$ cat config.mk
export PLATFORM = sky130hd
export DESIGN_NAME = stripe_bin_histogram_flat
export DESIGN_NICKNAME = d
export VERILOG_FILES = /design/src/rtl/sbh_pkg.sv /design/src/rtl/sbh_if.sv /design/src/rtl/sbh_divider.sv /design/src/rtl/sbh_count_mem.sv /design/src/rtl/stripe_bin_histogram.sv /design/src/flat_wrapper.sv
export SDC_FILE = /design/constraint.sdc
export NUM_CORES = 2
export LEC_CHECK = 0
export BUFFER_PORTS_ARGS = -buffer_cell sky130_fd_sc_hd__buf_2
export CAP_MARGIN = 20
export CORE_MARGIN = 5
export CORE_UTILIZATION = 34
export CTS_BUF_LIST = sky130_fd_sc_hd__clkbuf_8
export CTS_CLUSTER_DIAMETER = 50
export DETAILED_ROUTE_END_ITERATION = 6
export PLACE_DENSITY = 0.56
export SKIP_LAST_GASP = 1
export SLEW_MARGIN = 20
export SYNTH_ARGS = -nofsm -noshare
export SYNTH_HDL_FRONTEND = slang
export SYNTH_SLANG_ARGS = --single-unit
$ cat constraint.sdc
create_clock -name clk -period 8.7 [get_ports clk]
set_input_delay 0.87 -clock clk [delete_from_list [all_inputs] [get_ports clk]]
set_output_delay 0.87 -clock clk [all_outputs]
set_load 0.01 [all_outputs]
$ cat src/rtl/sbh_pkg.sv
// Shared types and constants for the stripe bin histogram.
// No dependencies.
`default_nettype none
package sbh_pkg;
  localparam int NUM_BINS = 64;
  localparam int BIN_W    = 6;
  localparam int COUNT_W  = 32;
  localparam int COORD_W  = 64;
  localparam int LEN_W    = 32;
  localparam int ACT_W    = 7;
  localparam int CFG_IDX_W = 2;
  localparam int CFG_DATA_W = 64;
  localparam logic [CFG_IDX_W-1:0] REG_START  = 2'd0;
  localparam logic [CFG_IDX_W-1:0] REG_LENGTH = 2'd1;
  localparam logic [CFG_IDX_W-1:0] REG_ACTIVE = 2'd2;
  localparam logic KIND_COUNT = 1'b0;
  localparam logic KIND_READ  = 1'b1;
  localparam logic [COUNT_W-1:0] COUNT_MAX = '1;

  typedef enum logic [2:0] {
    ST_CLEAR, ST_IDLE, ST_DIV, ST_READ, ST_WRITE, ST_OUT
  } state_t;

  typedef struct packed {
    logic             start;
    logic [COORD_W-1:0] dividend;
    logic [LEN_W-1:0]   divisor;
  } div_req_t;
endpackage
`default_nettype wire

$ cat src/rtl/sbh_if.sv
// Valid/ready channel interfaces for the histogram input and result beats.
// Depends on sbh_pkg.
`default_nettype none
interface sbh_in_if (input wire logic clk);
  import sbh_pkg::*;
  logic valid;
  logic ready;
  logic kind;
  logic signed [COORD_W-1:0] coordinate;
  logic [BIN_W-1:0] read_bin;
  modport source (output valid, kind, coordinate, read_bin, input ready);
  modport sink (input valid, kind, coordinate, read_bin, output ready);
endinterface

interface sbh_out_if (input wire logic clk);
  import sbh_pkg::*;
  logic valid;
  logic ready;
  logic [BIN_W-1:0] bin_index;
  logic [COUNT_W-1:0] bin_count;
  logic overflowed;
  modport source (output valid, bin_index, bin_count, overflowed, input ready);
  modport sink (input valid, bin_index, bin_count, overflowed, output ready);
endinterface
`default_nettype wire

$ cat src/rtl/sbh_divider.sv
// Restoring radix-2 divider, one quotient bit per cycle, 64-bit by 32-bit.
// Depends on sbh_pkg.
`default_nettype none
module sbh_divider (
  input  wire logic clk,
  input  wire logic rst_n,
  input  wire sbh_pkg::div_req_t req,
  output logic done,
  output logic [sbh_pkg::COORD_W-1:0] quotient
);
  import sbh_pkg::*;
  logic [COORD_W-1:0] q_r, q_nxt;
  logic [LEN_W:0] rem_r, rem_nxt;
  logic [LEN_W-1:0] dvs_r, dvs_nxt;
  logic [6:0] cnt_r, cnt_nxt;
  logic busy_r, busy_nxt;
  logic done_r, done_nxt;
  logic [LEN_W:0] trial;
  logic [LEN_W:0] shifted;

  always_comb begin
    q_nxt = q_r; rem_nxt = rem_r; dvs_nxt = dvs_r; cnt_nxt = cnt_r;
    busy_nxt = busy_r;
    done_nxt = 1'b0;
    shifted = {rem_r[LEN_W-1:0], q_r[COORD_W-1]};
    trial = shifted - {1'b0, dvs_r};
    if (req.start) begin
      q_nxt = req.dividend; rem_nxt = '0; dvs_nxt = req.divisor;
      cnt_nxt = 7'(COORD_W); busy_nxt = 1'b1;
    end else if (busy_r) begin
      if (!trial[LEN_W]) begin
        rem_nxt = trial; q_nxt = {q_r[COORD_W-2:0], 1'b1};
      end else begin
        rem_nxt = shifted; q_nxt = {q_r[COORD_W-2:0], 1'b0};
      end
      cnt_nxt = cnt_r - 7'd1;
      // flag done once the last quotient bit has landed in q_r
      if (cnt_r == 7'd1) begin
        busy_nxt = 1'b0; done_nxt = 1'b1;
      end
    end
  end

  always_ff @(posedge clk) begin
    if (!rst_n) begin
      busy_r <= 1'b0; cnt_r <= '0; done_r <= 1'b0;
    end else begin
      busy_r <= busy_nxt; cnt_r <= cnt_nxt; done_r <= done_nxt;
    end
    q_r <= q_nxt; rem_r <= rem_nxt; dvs_r <= dvs_nxt;
  end

  assign done = done_r;
  assign quotient = q_r;
endmodule
`default_nettype wire

$ cat src/rtl/sbh_count_mem.sv
// Bin counter memory: one write port, one read port, registered read data.
// Depends on sbh_pkg.
`default_nettype none
module sbh_count_mem (
  input  wire logic clk,
  input  wire logic we,
  input  wire logic [sbh_pkg::BIN_W-1:0] waddr,
  input  wire logic [sbh_pkg::COUNT_W-1:0] wdata,
  input  wire logic [sbh_pkg::BIN_W-1:0] raddr,
  output logic [sbh_pkg::COUNT_W-1:0] rdata
);
  import sbh_pkg::*;
  logic [COUNT_W-1:0] mem [NUM_BINS];

  always_ff @(posedge clk) begin
    if (we) mem[waddr] <= wdata;
    rdata <= mem[raddr];
  end
endmodule
`default_nettype wire

$ cat src/rtl/stripe_bin_histogram.sv
// Stripe bin histogram top level: control sequencer, divider and counter memory.
// Depends on sbh_pkg, sbh_if, sbh_divider and sbh_count_mem.
//
// Input channel in_: a count beat (kind 0) bins a signed coordinate into a
// stripe and increments that bin's saturating counter; a read beat (kind 1)
// returns one bin's count. Every input beat yields exactly one result beat on
// out_ with the bin index, its count after the beat and the overflow flag.
// Configuration via cfg_we/cfg_idx/cfg_data: the user must write it only while the
// block is idle; the block itself does not enforce this. One item at a time: a
// count beat runs the divider through all 64 quotient bits, hands over the
// quotient, then goes through memory read, write and output; a read beat, or a
// count beat below the stripe start, skips the divider. The divider loop sets the
// count rate. After reset a clearing pass zeroes the 64 counters, one per cycle,
// while in_ready stays low; configuration writes are taken throughout.
// A result waits in the output register while out_ready is low; no new beat
// is accepted until it has been taken.
`default_nettype none
module stripe_bin_histogram (
  input  wire logic clk,
  input  wire logic rst_n,
  sbh_in_if.sink    in_ch,
  sbh_out_if.source out_ch,
  input  wire logic cfg_we,
  input  wire logic [sbh_pkg::CFG_IDX_W-1:0] cfg_idx,
  input  wire logic [sbh_pkg::CFG_DATA_W-1:0] cfg_data
);
  import sbh_pkg::*;

  state_t state_r, state_nxt;
  logic signed [COORD_W-1:0] start_r;
  logic [LEN_W-1:0] len_r;
  logic [ACT_W-1:0] act_r;
  logic [BIN_W-1:0] clr_r;
  logic [BIN_W-1:0] bin_r, bin_nxt;
  logic kind_r, ovf_r, ovf_nxt;
  logic [COUNT_W-1:0] cnt_out_r;
  div_req_t div_req;
  logic div_done;
  logic [COORD_W-1:0] quot;
  logic mem_we;
  logic [BIN_W-1:0] mem_waddr;
  logic [COUNT_W-1:0] mem_wdata, mem_rdata, inc;
  logic [ACT_W-1:0] act_eff;
  logic [BIN_W-1:0] last_bin;
  logic accept;

  assign accept = in_ch.valid && in_ch.ready;
  assign act_eff = (act_r == '0) ? ACT_W'(1) :
                   (act_r > ACT_W'(NUM_BINS)) ? ACT_W'(NUM_BINS) : act_r;
  assign last_bin = BIN_W'(act_eff - ACT_W'(1));

  always_ff @(posedge clk) begin
    if (!rst_n) begin
      start_r <= '0; len_r <= LEN_W'(1); act_r <= ACT_W'(NUM_BINS);
    end else if (cfg_we) begin
      unique case (cfg_idx)
        REG_START:  start_r <= cfg_data;
        REG_LENGTH: len_r <= cfg_data[LEN_W-1:0];
        REG_ACTIVE: act_r <= cfg_data[ACT_W-1:0];
        default: ;
      endcase
    end
  end

  // next state
  always_comb begin
    state_nxt = state_r;
    unique case (state_r)
      ST_CLEAR: if (clr_r == BIN_W'(NUM_BINS - 1)) state_nxt = ST_IDLE;
      ST_IDLE: begin
        if (accept) begin
          if (in_ch.kind == KIND_READ) state_nxt = ST_READ;
          else if (in_ch.coordinate < start_r) state_nxt = ST_READ;
          else state_nxt = ST_DIV;
        end
      end
      ST_DIV:   if (div_done) state_nxt = ST_READ;
      ST_READ:  state_nxt = ST_WRITE;
      ST_WRITE: state_nxt = ST_OUT;
      ST_OUT:   if (out_ch.ready) state_nxt = ST_IDLE;
      default:  state_nxt = ST_IDLE;
    endcase
  end

  // bin selection
  always_comb begin
    bin_nxt = bin_r;
    ovf_nxt = ovf_r;
    if (state_r == ST_IDLE && accept) begin
      if (in_ch.kind == KIND_READ) begin
        bin_nxt = in_ch.read_bin; ovf_nxt = 1'b0;
      end else begin
        bin_nxt = '0; ovf_nxt = (in_ch.coordinate < start_r);
      end
    end else if (state_r == ST_DIV && div_done) begin
      if (quot >= COORD_W'(act_eff)) begin
        bin_nxt = last_bin; ovf_nxt = 1'b1;
      end else begin
        bin_nxt = quot[BIN_W-1:0]; ovf_nxt = 1'b0;
      end
    end
  end

  always_comb begin
    div_req.start = (state_r == ST_IDLE) && accept && (in_ch.kind == KIND_COUNT)
                    && !(in_ch.coordinate < start_r);
    div_req.dividend = COORD_W'(in_ch.coordinate - start_r);
    div_req.divisor = (len_r == '0) ? LEN_W'(1) : len_r;
  end

  assign inc = (mem_rdata == COUNT_MAX) ? mem_rdata : mem_rdata + COUNT_W'(1);

  // counter memory write port
  always_comb begin
    mem_we = 1'b0;
    mem_waddr = bin_r;
    mem_wdata = inc;
    if (state_r == ST_CLEAR) begin
      mem_we = 1'b1; mem_waddr = clr_r; mem_wdata = '0;
    end else if (state_r == ST_WRITE && kind_r == KIND_COUNT) begin
      mem_we = 1'b1;
    end
  end

  always_ff @(posedge clk) begin
    if (!rst_n) begin
      state_r <= ST_CLEAR; clr_r <= '0;
    end else begin
      state_r <= state_nxt;
      if (state_r == ST_CLEAR) clr_r <= clr_r + BIN_W'(1);
    end
    bin_r <= bin_nxt;
    ovf_r <= ovf_nxt;
    if (accept) begin
      kind_r <= in_ch.kind;
    end
    if (state_r == ST_WRITE) cnt_out_r <= (kind_r == KIND_COUNT) ? inc : mem_rdata;
  end

  sbh_divider u_div (
    .clk(clk), .rst_n(rst_n), .req(div_req), .done(div_done), .quotient(quot)
  );

  sbh_count_mem u_mem (
    .clk(clk), .we(mem_we), .waddr(mem_waddr), .wdata(mem_wdata),
    .raddr(bin_r), .rdata(mem_rdata)
  );

  assign in_ch.ready = (state_r == ST_IDLE);
  assign out_ch.valid = (state_r == ST_OUT);
  assign out_ch.bin_index = bin_r;
  assign out_ch.bin_count = cnt_out_r;
  assign out_ch.overflowed = ovf_r;
endmodule
`default_nettype wire

$ cat src/flat_wrapper.sv
// flat-port wrapper written by rule: the top's interface ports become plain ports
module stripe_bin_histogram_flat import sbh_pkg::*;
  (clk, rst_n, cfg_we, cfg_idx, cfg_data, in_ch_valid, in_ch_kind, in_ch_coordinate, in_ch_read_bin, in_ch_ready, out_ch_valid, out_ch_bin_index, out_ch_bin_count, out_ch_overflowed, out_ch_ready);
  sbh_in_if in_ch_i (.clk(clk));
  sbh_out_if out_ch_i (.clk(clk));
  input  wire logic clk;
  input  wire logic rst_n;
  input  wire logic cfg_we;
  input  wire logic [sbh_pkg::CFG_IDX_W-1:0] cfg_idx;
  input  wire logic [sbh_pkg::CFG_DATA_W-1:0] cfg_data;
  input wire logic [$bits(in_ch_i.valid)-1:0] in_ch_valid;
  input wire logic [$bits(in_ch_i.kind)-1:0] in_ch_kind;
  input wire logic [$bits(in_ch_i.coordinate)-1:0] in_ch_coordinate;
  input wire logic [$bits(in_ch_i.read_bin)-1:0] in_ch_read_bin;
  output wire logic [$bits(in_ch_i.ready)-1:0] in_ch_ready;
  output wire logic [$bits(out_ch_i.valid)-1:0] out_ch_valid;
  output wire logic [$bits(out_ch_i.bin_index)-1:0] out_ch_bin_index;
  output wire logic [$bits(out_ch_i.bin_count)-1:0] out_ch_bin_count;
  output wire logic [$bits(out_ch_i.overflowed)-1:0] out_ch_overflowed;
  input wire logic [$bits(out_ch_i.ready)-1:0] out_ch_ready;
  assign in_ch_i.valid = in_ch_valid;
  assign in_ch_i.kind = in_ch_kind;
  assign in_ch_i.coordinate = in_ch_coordinate;
  assign in_ch_i.read_bin = in_ch_read_bin;
  assign in_ch_ready = in_ch_i.ready;
  assign out_ch_valid = out_ch_i.valid;
  assign out_ch_bin_index = out_ch_i.bin_index;
  assign out_ch_bin_count = out_ch_i.bin_count;
  assign out_ch_overflowed = out_ch_i.overflowed;
  assign out_ch_i.ready = out_ch_ready;
  stripe_bin_histogram u_core (.clk(clk), .rst_n(rst_n), .in_ch(in_ch_i), .out_ch(out_ch_i), .cfg_we(cfg_we), .cfg_idx(cfg_idx), .cfg_data(cfg_data));
endmodule
=== Yosys cells after proc, flatten, opt, wreduce, memory -nomap -nowiden ===
Memory sizes are Yosys's and may differ from the RTL's. A register that Yosys moved wholly into a read port is not among the register bits.
Index checks and enable logic that the tools add are counted.

* Mux-type cells: 35
* Reductions and logical operators: 19
* Add/sub/neg operators: 6
* Equality and inequality tests: 14
* Magnitude comparators: 3
* Bitwise logic cells: 4

{| class="wikitable"
|+ Operator list
! operator !! number
|-
| 32-bit 2-to-1 mux || 4
|-
| 64-bit 2-to-1 mux || 2
|-
| 64-bit by 7-bit >= comparator with 1-bit output || 1
|-
| 64-bit < comparator || 1
|-
| 64-bit subtractor || 1
|-
| 33-bit by 32-bit subtractor with 33-bit output || 1
|-
| 32-bit by 1-bit adder with 32-bit output, second input constant || 1
|-
| 32-bit == test, second input constant || 1
|-
| 32-bit zero test || 1
|-
| 6-bit 2-to-1 mux || 5
|-
| 7-bit 2-to-1 mux || 4
|-
| 3-bit case mux with 6 select lines || 1
|-
| 3-bit 2-to-1 mux || 5
|-
| 1-bit 2-to-1 mux || 14
|-
| 7-bit by 1-bit == test with 1-bit output, second input constant || 1
|-
| 7-bit > comparator, second input constant || 1
|-
| 7-bit zero test || 1
|-
| 7-bit by 1-bit subtractor with 7-bit output, second input constant || 1
|-
| 6-bit by 1-bit adder with 6-bit output, second input constant || 1
|-
| 3-bit by 2-bit == test with 1-bit output, second input constant || 2
|-
| 3-bit == test, second input constant || 2
|-
| 6-bit == test, second input constant || 1
|-
| 1-bit logical AND || 6
|-
| 2-bit AND reduction || 3
|-
| 14 further kinds || 20
|}

* Input port bits: 142
* Register bits: 289
* RAM bits: 2,048
* Memories: 1

{| class="wikitable"
|+ Memory list
! name !! words !! bits a word !! rd ports !! clocked after Yosys merged registers in !! wr ports !! RTL line !! text
|-
| u_core.u_mem.mem || 64 || 32 || 1 || 1 || 1 || sbh_count_mem.sv:13 || <nowiki>logic [COUNT_W-1:0] mem [NUM_BINS];</nowiki>
|}

=== Longest topological paths before layout ===
* Word-level depth: 7
* Gate-level depth with buffers: 18

=== Modules after synthesis ===
From an unflattened synthesis, not the netlist that was laid out.

* Cell total of the unflattened synthesis: 5,530
* Area, all modules: 97,688.7 sq um

{| class="wikitable"
|+ By module, submodules not included
! module !! cells each !! seq. area each (sq um) !! times used !! area an instance (sq um)
|-
| sbh_count_mem || 3,324 || 62,139.6 || 1 || 78,515.3
|-
| stripe_bin_histogram || 1,513 || 3,443.3 || 1 || 11,612.4
|-
| sbh_divider || 693 || 3,703.6 || 1 || 7,561.0
|}

=== Worst setup path before layout ===
No wires, ideal clock.

* Kind: input to register
* Start: input in_ch_coordinate[0]
* End: register u_core.u_div.q_r[0], in the netlist u_core.u_div.quotient[0], enable pin
* Data required time: 8.007 ns
* Slack: 3.527 ns
* Data arrival time: 4.480 ns
* Setup time: 0.693 ns
* Cell stages on the path: 17
* Cell sequence: inv_1 -> ha_1 -> inv_1 -> fa_1 -> a21o_1 -> a21o_1 -> a31oi_2 -> o211ai_1 -> a21oi_1 -> nor4_1 -> o31ai_1 -> nor2_1 -> nand2_1 -> buf_4 -> buf_2 -> buf_2 -> nand2_1

* Word-level cells in the longest chain between the ends: 4

{| class="wikitable"
|+ RTL lines
! item !! RTL line !! text
|-
| start: declaration || flat_wrapper.sv:13 || <nowiki>input wire logic [$bits(in_ch_i.coordinate)-1:0] in_ch_coordinate;</nowiki>
|-
| 64-bit < comparator || stripe_bin_histogram.sv:106 || <nowiki>&& !(in_ch.coordinate < start_r);</nowiki>
|-
| 1-bit zero test || stripe_bin_histogram.sv:106 ||
|-
| 1-bit logical AND || stripe_bin_histogram.sv:106 ||
|-
| 2-bit nonzero test (no source line) || -- ||
|-
| end signal: assignment || sbh_divider.sv:50 || <nowiki>q_r <= q_nxt; rem_r <= rem_nxt; dvs_r <= dvs_nxt;</nowiki>
|-
| end: declaration || sbh_divider.sv:12 || <nowiki>logic [COORD_W-1:0] q_r, q_nxt;</nowiki>
|}

No other way between the ends.
A chain may end at the register's enable or synchronous reset.

=== Worst setup path after layout ===
* Start: register u_core.start_r[0]
* End: register u_core.u_div.q_r[40], in the netlist u_core.u_div.quotient[40], data pin

* Word-level cells in the longest chain between the ends: 4

{| class="wikitable"
|+ RTL lines
! item !! RTL line !! text
|-
| start: declaration || stripe_bin_histogram.sv:30 || <nowiki>logic signed [COORD_W-1:0] start_r;</nowiki>
|-
| start signal: assignment || stripe_bin_histogram.sv:57 || <nowiki>REG_START: start_r <= cfg_data;</nowiki>
|-
| 64-bit < comparator || stripe_bin_histogram.sv:106 ||
|-
| 1-bit zero test || stripe_bin_histogram.sv:106 ||
|-
| 1-bit logical AND || stripe_bin_histogram.sv:106 ||
|-
| 64-bit 2-to-1 mux (*) || sbh_divider.sv:27 || <nowiki>if (req.start) begin</nowiki>
|-
| net u_core.u_div.q_nxt[40] || sbh_divider.sv:12 ||
|}

Mark *: on every way through the listed nets, which the timed path passes. The rest lies on a longest branch.

==> impl_metrics.env <==
export IMPL_switching_share_pct=22.5
export IMPL_worst_path_buf_inv=2
export IMPL_cpMostUsedCell="a21o_1"
export IMPL_synth_most_common_cell="edfxtp_1"
export IMPL_drt_wirelength_per_cell_um=26.4
export IMPL_fp_coreArea_um2=283000
export IMPL_ios=183
export IMPL_netlist_top_cells_count="2,184 x edfxtp_1, 670 x mux4_2, 380 x nand2_1, 209 x clkbuf_1, 185 x dfxtp_1"
export IMPL_clock_sinks=2369
export IMPL_max_cap_viol_count=0
export IMPL_synth_top_area_share_pct=67.8
export IMPL_clock_path_buffers=4
export IMPL_synth_edf_count=2184
export IMPL_fmax_mhz=213
export IMPL_rsz0062_at_grt="no"
export IMPL_die_w_um=543
export IMPL_path_class="reg -> reg"
export IMPL_grt_max_degree=141
export IMPL_setup_ws_ns=4.00
export IMPL_clkPwrFrac_pct=40.6
export IMPL_fill_cells=25560
export IMPL_synth_area_um2=96800
export IMPL_cts_tree="built"
export IMPL_port_buffers=182
export IMPL_final_instance_count_excl_fill=9690
export IMPL_worstSetupStartpointType="register"
export IMPL_drc=0
export IMPL_r2r_setup_slack_ns=4.00
export IMPL_yosys_warnings=0
export IMPL_cts_buffers=399
export IMPL_slew_viol_final=0
export IMPL_first_pass_iters=5
export IMPL_dieArea_um2=295000
export IMPL_ys_types=85
export IMPL_placed_area_um2=103000
export IMPL_cts_hold_fix_buffers=0
export IMPL_drive_above_1_share_pct=27.1
export IMPL_post_cts_resized=0
export IMPL_finish_net_count=5884
export IMPL_worst_skew_pair_late_latency_ns=1.02
export IMPL_r2r_start="u_core.start_r[0]$_SDFFE_PN0P_"
export IMPL_track_usage_pct=16.9
export IMPL_slowest_stage="buf_4"
export IMPL_dp_slack_ns=3.38
export IMPL_syn_to_final_growth_pct=14.3
export IMPL_gp_congestion=0.853
export IMPL_cp_arrival_ns=5.36
export IMPL_syn_nets=5451
export IMPL_finish_instance_area_um2=111000
export IMPL_cp_num_cells=14
export IMPL_ir_worst_vdd_uv=118
export IMPL_dp_cells=8973
export IMPL_start_util_pct=34.2
export IMPL_grt_ovfl_total=0
export IMPL_leakage_nw=37.4
export IMPL_relSlewSlack_pct=17.9
export IMPL_critical_path_top_delay_family="compound AO/OA/AOI/OAI gates"
export IMPL_rows=195
export IMPL_routed_wl_mm=256
export IMPL_min_period_ns=4.70
export IMPL_max_stage_delay_ns=0.75
export IMPL_h_tree_depth=5
export IMPL_die_y_um=543
export IMPL_vias=51260
export IMPL_status="complete, no violations"
export IMPL_final_util_pct=39.1
export IMPL_avgViaCountPerCell=5.29
export IMPL_cts_setup_buffers=0
export IMPL_timing_rr_end="u_core.u_div.quotient[40]$_DFFE_PP_"
export IMPL_p_sw_mw=5.12
export IMPL_setup_violations_final=0
export IMPL_cp_startpoint="u_core.start_r[0]$_SDFFE_PN0P_"
export IMPL_ant_nets=0
export IMPL_ys_async_sr_fraction_pct=0
export IMPL_comb_power_share_pct=4.7
export IMPL_crit_required_ns=9.36
export IMPL_path_cells="ha_1, inv_1, fa_1, a21o_1, a21o_1, a31oi_2, o211ai_1, a21oi_1, nor4_1, o31ai_1, nor2_1, nand2_4, buf_4, o21ai_0"
export IMPL_worstMarginPinSlew_ns=1.20
export IMPL_period_share_pct=54.1
export IMPL_setup_tns_final_ns=0
export IMPL_yosysTopAreaCell="edfxtp_1"
export IMPL_p_seq_share_pct=54.7
export IMPL_critPathCaptureType="register"
export IMPL_syn_inst=5199
export IMPL_cts_clk_slew_worst_paths_ns=0.06
export IMPL_postSynthAreaPerCell_um2=18.6
export IMPL_whs_ns=0.157
export IMPL_p_int_mw=17.6
export IMPL_hold_viol=0
export IMPL_holdCritPathClass="in -> reg"
export IMPL_cp_endpoint="u_core.u_div.quotient[40]$_DFFE_PP_"
export IMPL_clockRootBuffer="clkbuf_8"
export IMPL_skew_ns=0.146
export IMPL_synth_seq_cells=2369
export IMPL_grt_pass1_wl_mm=367
export IMPL_cp_max_fo=104
export IMPL_drtIter0Drc=4805
export IMPL_reg2reg_depth=14
export IMPL_total_power_mw=22.8
export IMPL_first_global_vias=52017
export IMPL_synth_area_leaders="edfxtp_1 68%, mux4_2 16%, dfxtp_1 3.8%"
export IMPL_hpwl_mm=147
export IMPL_power_density_nw_per_um2=206
export IMPL_yosysSeqAreaShare_pct=71.6
export IMPL_antenna_found_initial=15
export IMPL_synth_flop_cell="edfxtp_1"
==> sequential cells by signal (all words and copies together) (netlist names), 32 cells and up <==
name,cells
u_core.u_mem.mem,2048
u_core.start_r,64
u_core.out_ch.bin_count,32
u_core.u_div.rem_r,32
u_core.u_div.quotient,64
u_core.len_r,32
u_core.u_mem.rdata,32
u_core.u_div.dvs_r,32
==> kinds of logic (layout without fill, tap and decap cells) <==
logic type,Yosys count,in the layout,share of synthesized area [%]
xor gates and xnor gates,145,145,1.31
AOI/OAI and AO/OA,591,591,3.78
other,0,17,0
and+or+nand+nor,842,842,4.01
DFF,2369,2369,71.6
buffers and inverters,419,1150,1.71
muxes,723,723,16.2
adders and majority gates,110,110,1.44
==> worst min path at each step <==
stage                                         start                                   end  slack [ns]  cells after the start
global placement      u_core.len_r[26]$_SDFFE_PN0P_  u_core.u_div.dvs_r[26]$_SDFFCE_PN0P_        0.45                      0
finish                                 cfg_data[37]       u_core.start_r[37]$_SDFFE_PN0P_        0.16                      3
floorplan           u_core.start_r[48]$_SDFFE_PN0P_       u_core.start_r[48]$_SDFFE_PN0P_        0.44                      2
detailed placement    u_core.len_r[21]$_SDFFE_PN0P_  u_core.u_div.dvs_r[21]$_SDFFCE_PN0P_        0.45                      0
CTS                                    cfg_data[58]       u_core.start_r[58]$_SDFFE_PN0P_        0.06                      3
global route                           cfg_data[43]       u_core.start_r[43]$_SDFFE_PN0P_        0.09                      3
==> power by group through the flow <==
stage / clock [mW] / combinational (mW) / sequential [mW]
2_1_floorplan: 0 / 0.766 / 12.7
3_3_place_gp: 0 / 1.06 / 12.7
3_5_place_dp: 0 / 1.07 / 12.7
4_1_cts: 9.50 / 1.07 / 12.4
5_1_grt: 10.1 / 1.18 / 12.4
6_report: 9.24 / 1.07 / 12.4
==> cell type report <==
class	instances	area [um2]	share of cell area, %
timing repair buffer	320	2150	1.95
clock buffer	418	5750	5.20
antenna	17	42.5	0.0385
multi-input combinational	2411	26600	24.1
inverter	131	492	0.444
tap	3743	4680	4.23
sequential	2369	69300	62.6
clock inverter	281	1580	1.43
==> layout by cell type (no fill, tap or decap), types with 85 or more instances in the layout <==
cell and n:
a21boi_0 104, a21oi_1 128, buf_2 182, buf_4 124
clkbuf_8 418, dfxtp_1 184, edfxtp_1 2184, ha_1 108
inv_1 271, mux4_2 670, nand2_1 378, nor2_1 92
nor2_4 85, o21ai_0 143
==> layer usage <==
layer | vias to the layer above | routed length (um) | global-route usage (%)
met3 | 343 | 17200 | 3.05
met1 | 27336 | 113000 | 24.2
met5 | - | 44 | 0
met2 | 1750 | 121000 | 27.1
met4 | 6 | 5120 | 3.96
li1 | 21825 | - | -
==> worst reg2reg max path, stage by stage (launching register included) <==
cell      delay [ns]
dfxtp_1         0.35
ha_1            0.19
inv_1           0.06
fa_1            0.40
a21o_1          0.17
a21o_1          0.21
a31oi_2         0.31
o211ai_1        0.16
a21oi_1         0.29
nor4_1          0.11
o31ai_1         0.45
nor2_1          0.17
nand2_4         0.46
buf_4           0.76
o21ai_0         0.30
Power figures use the tool's default switching activity.
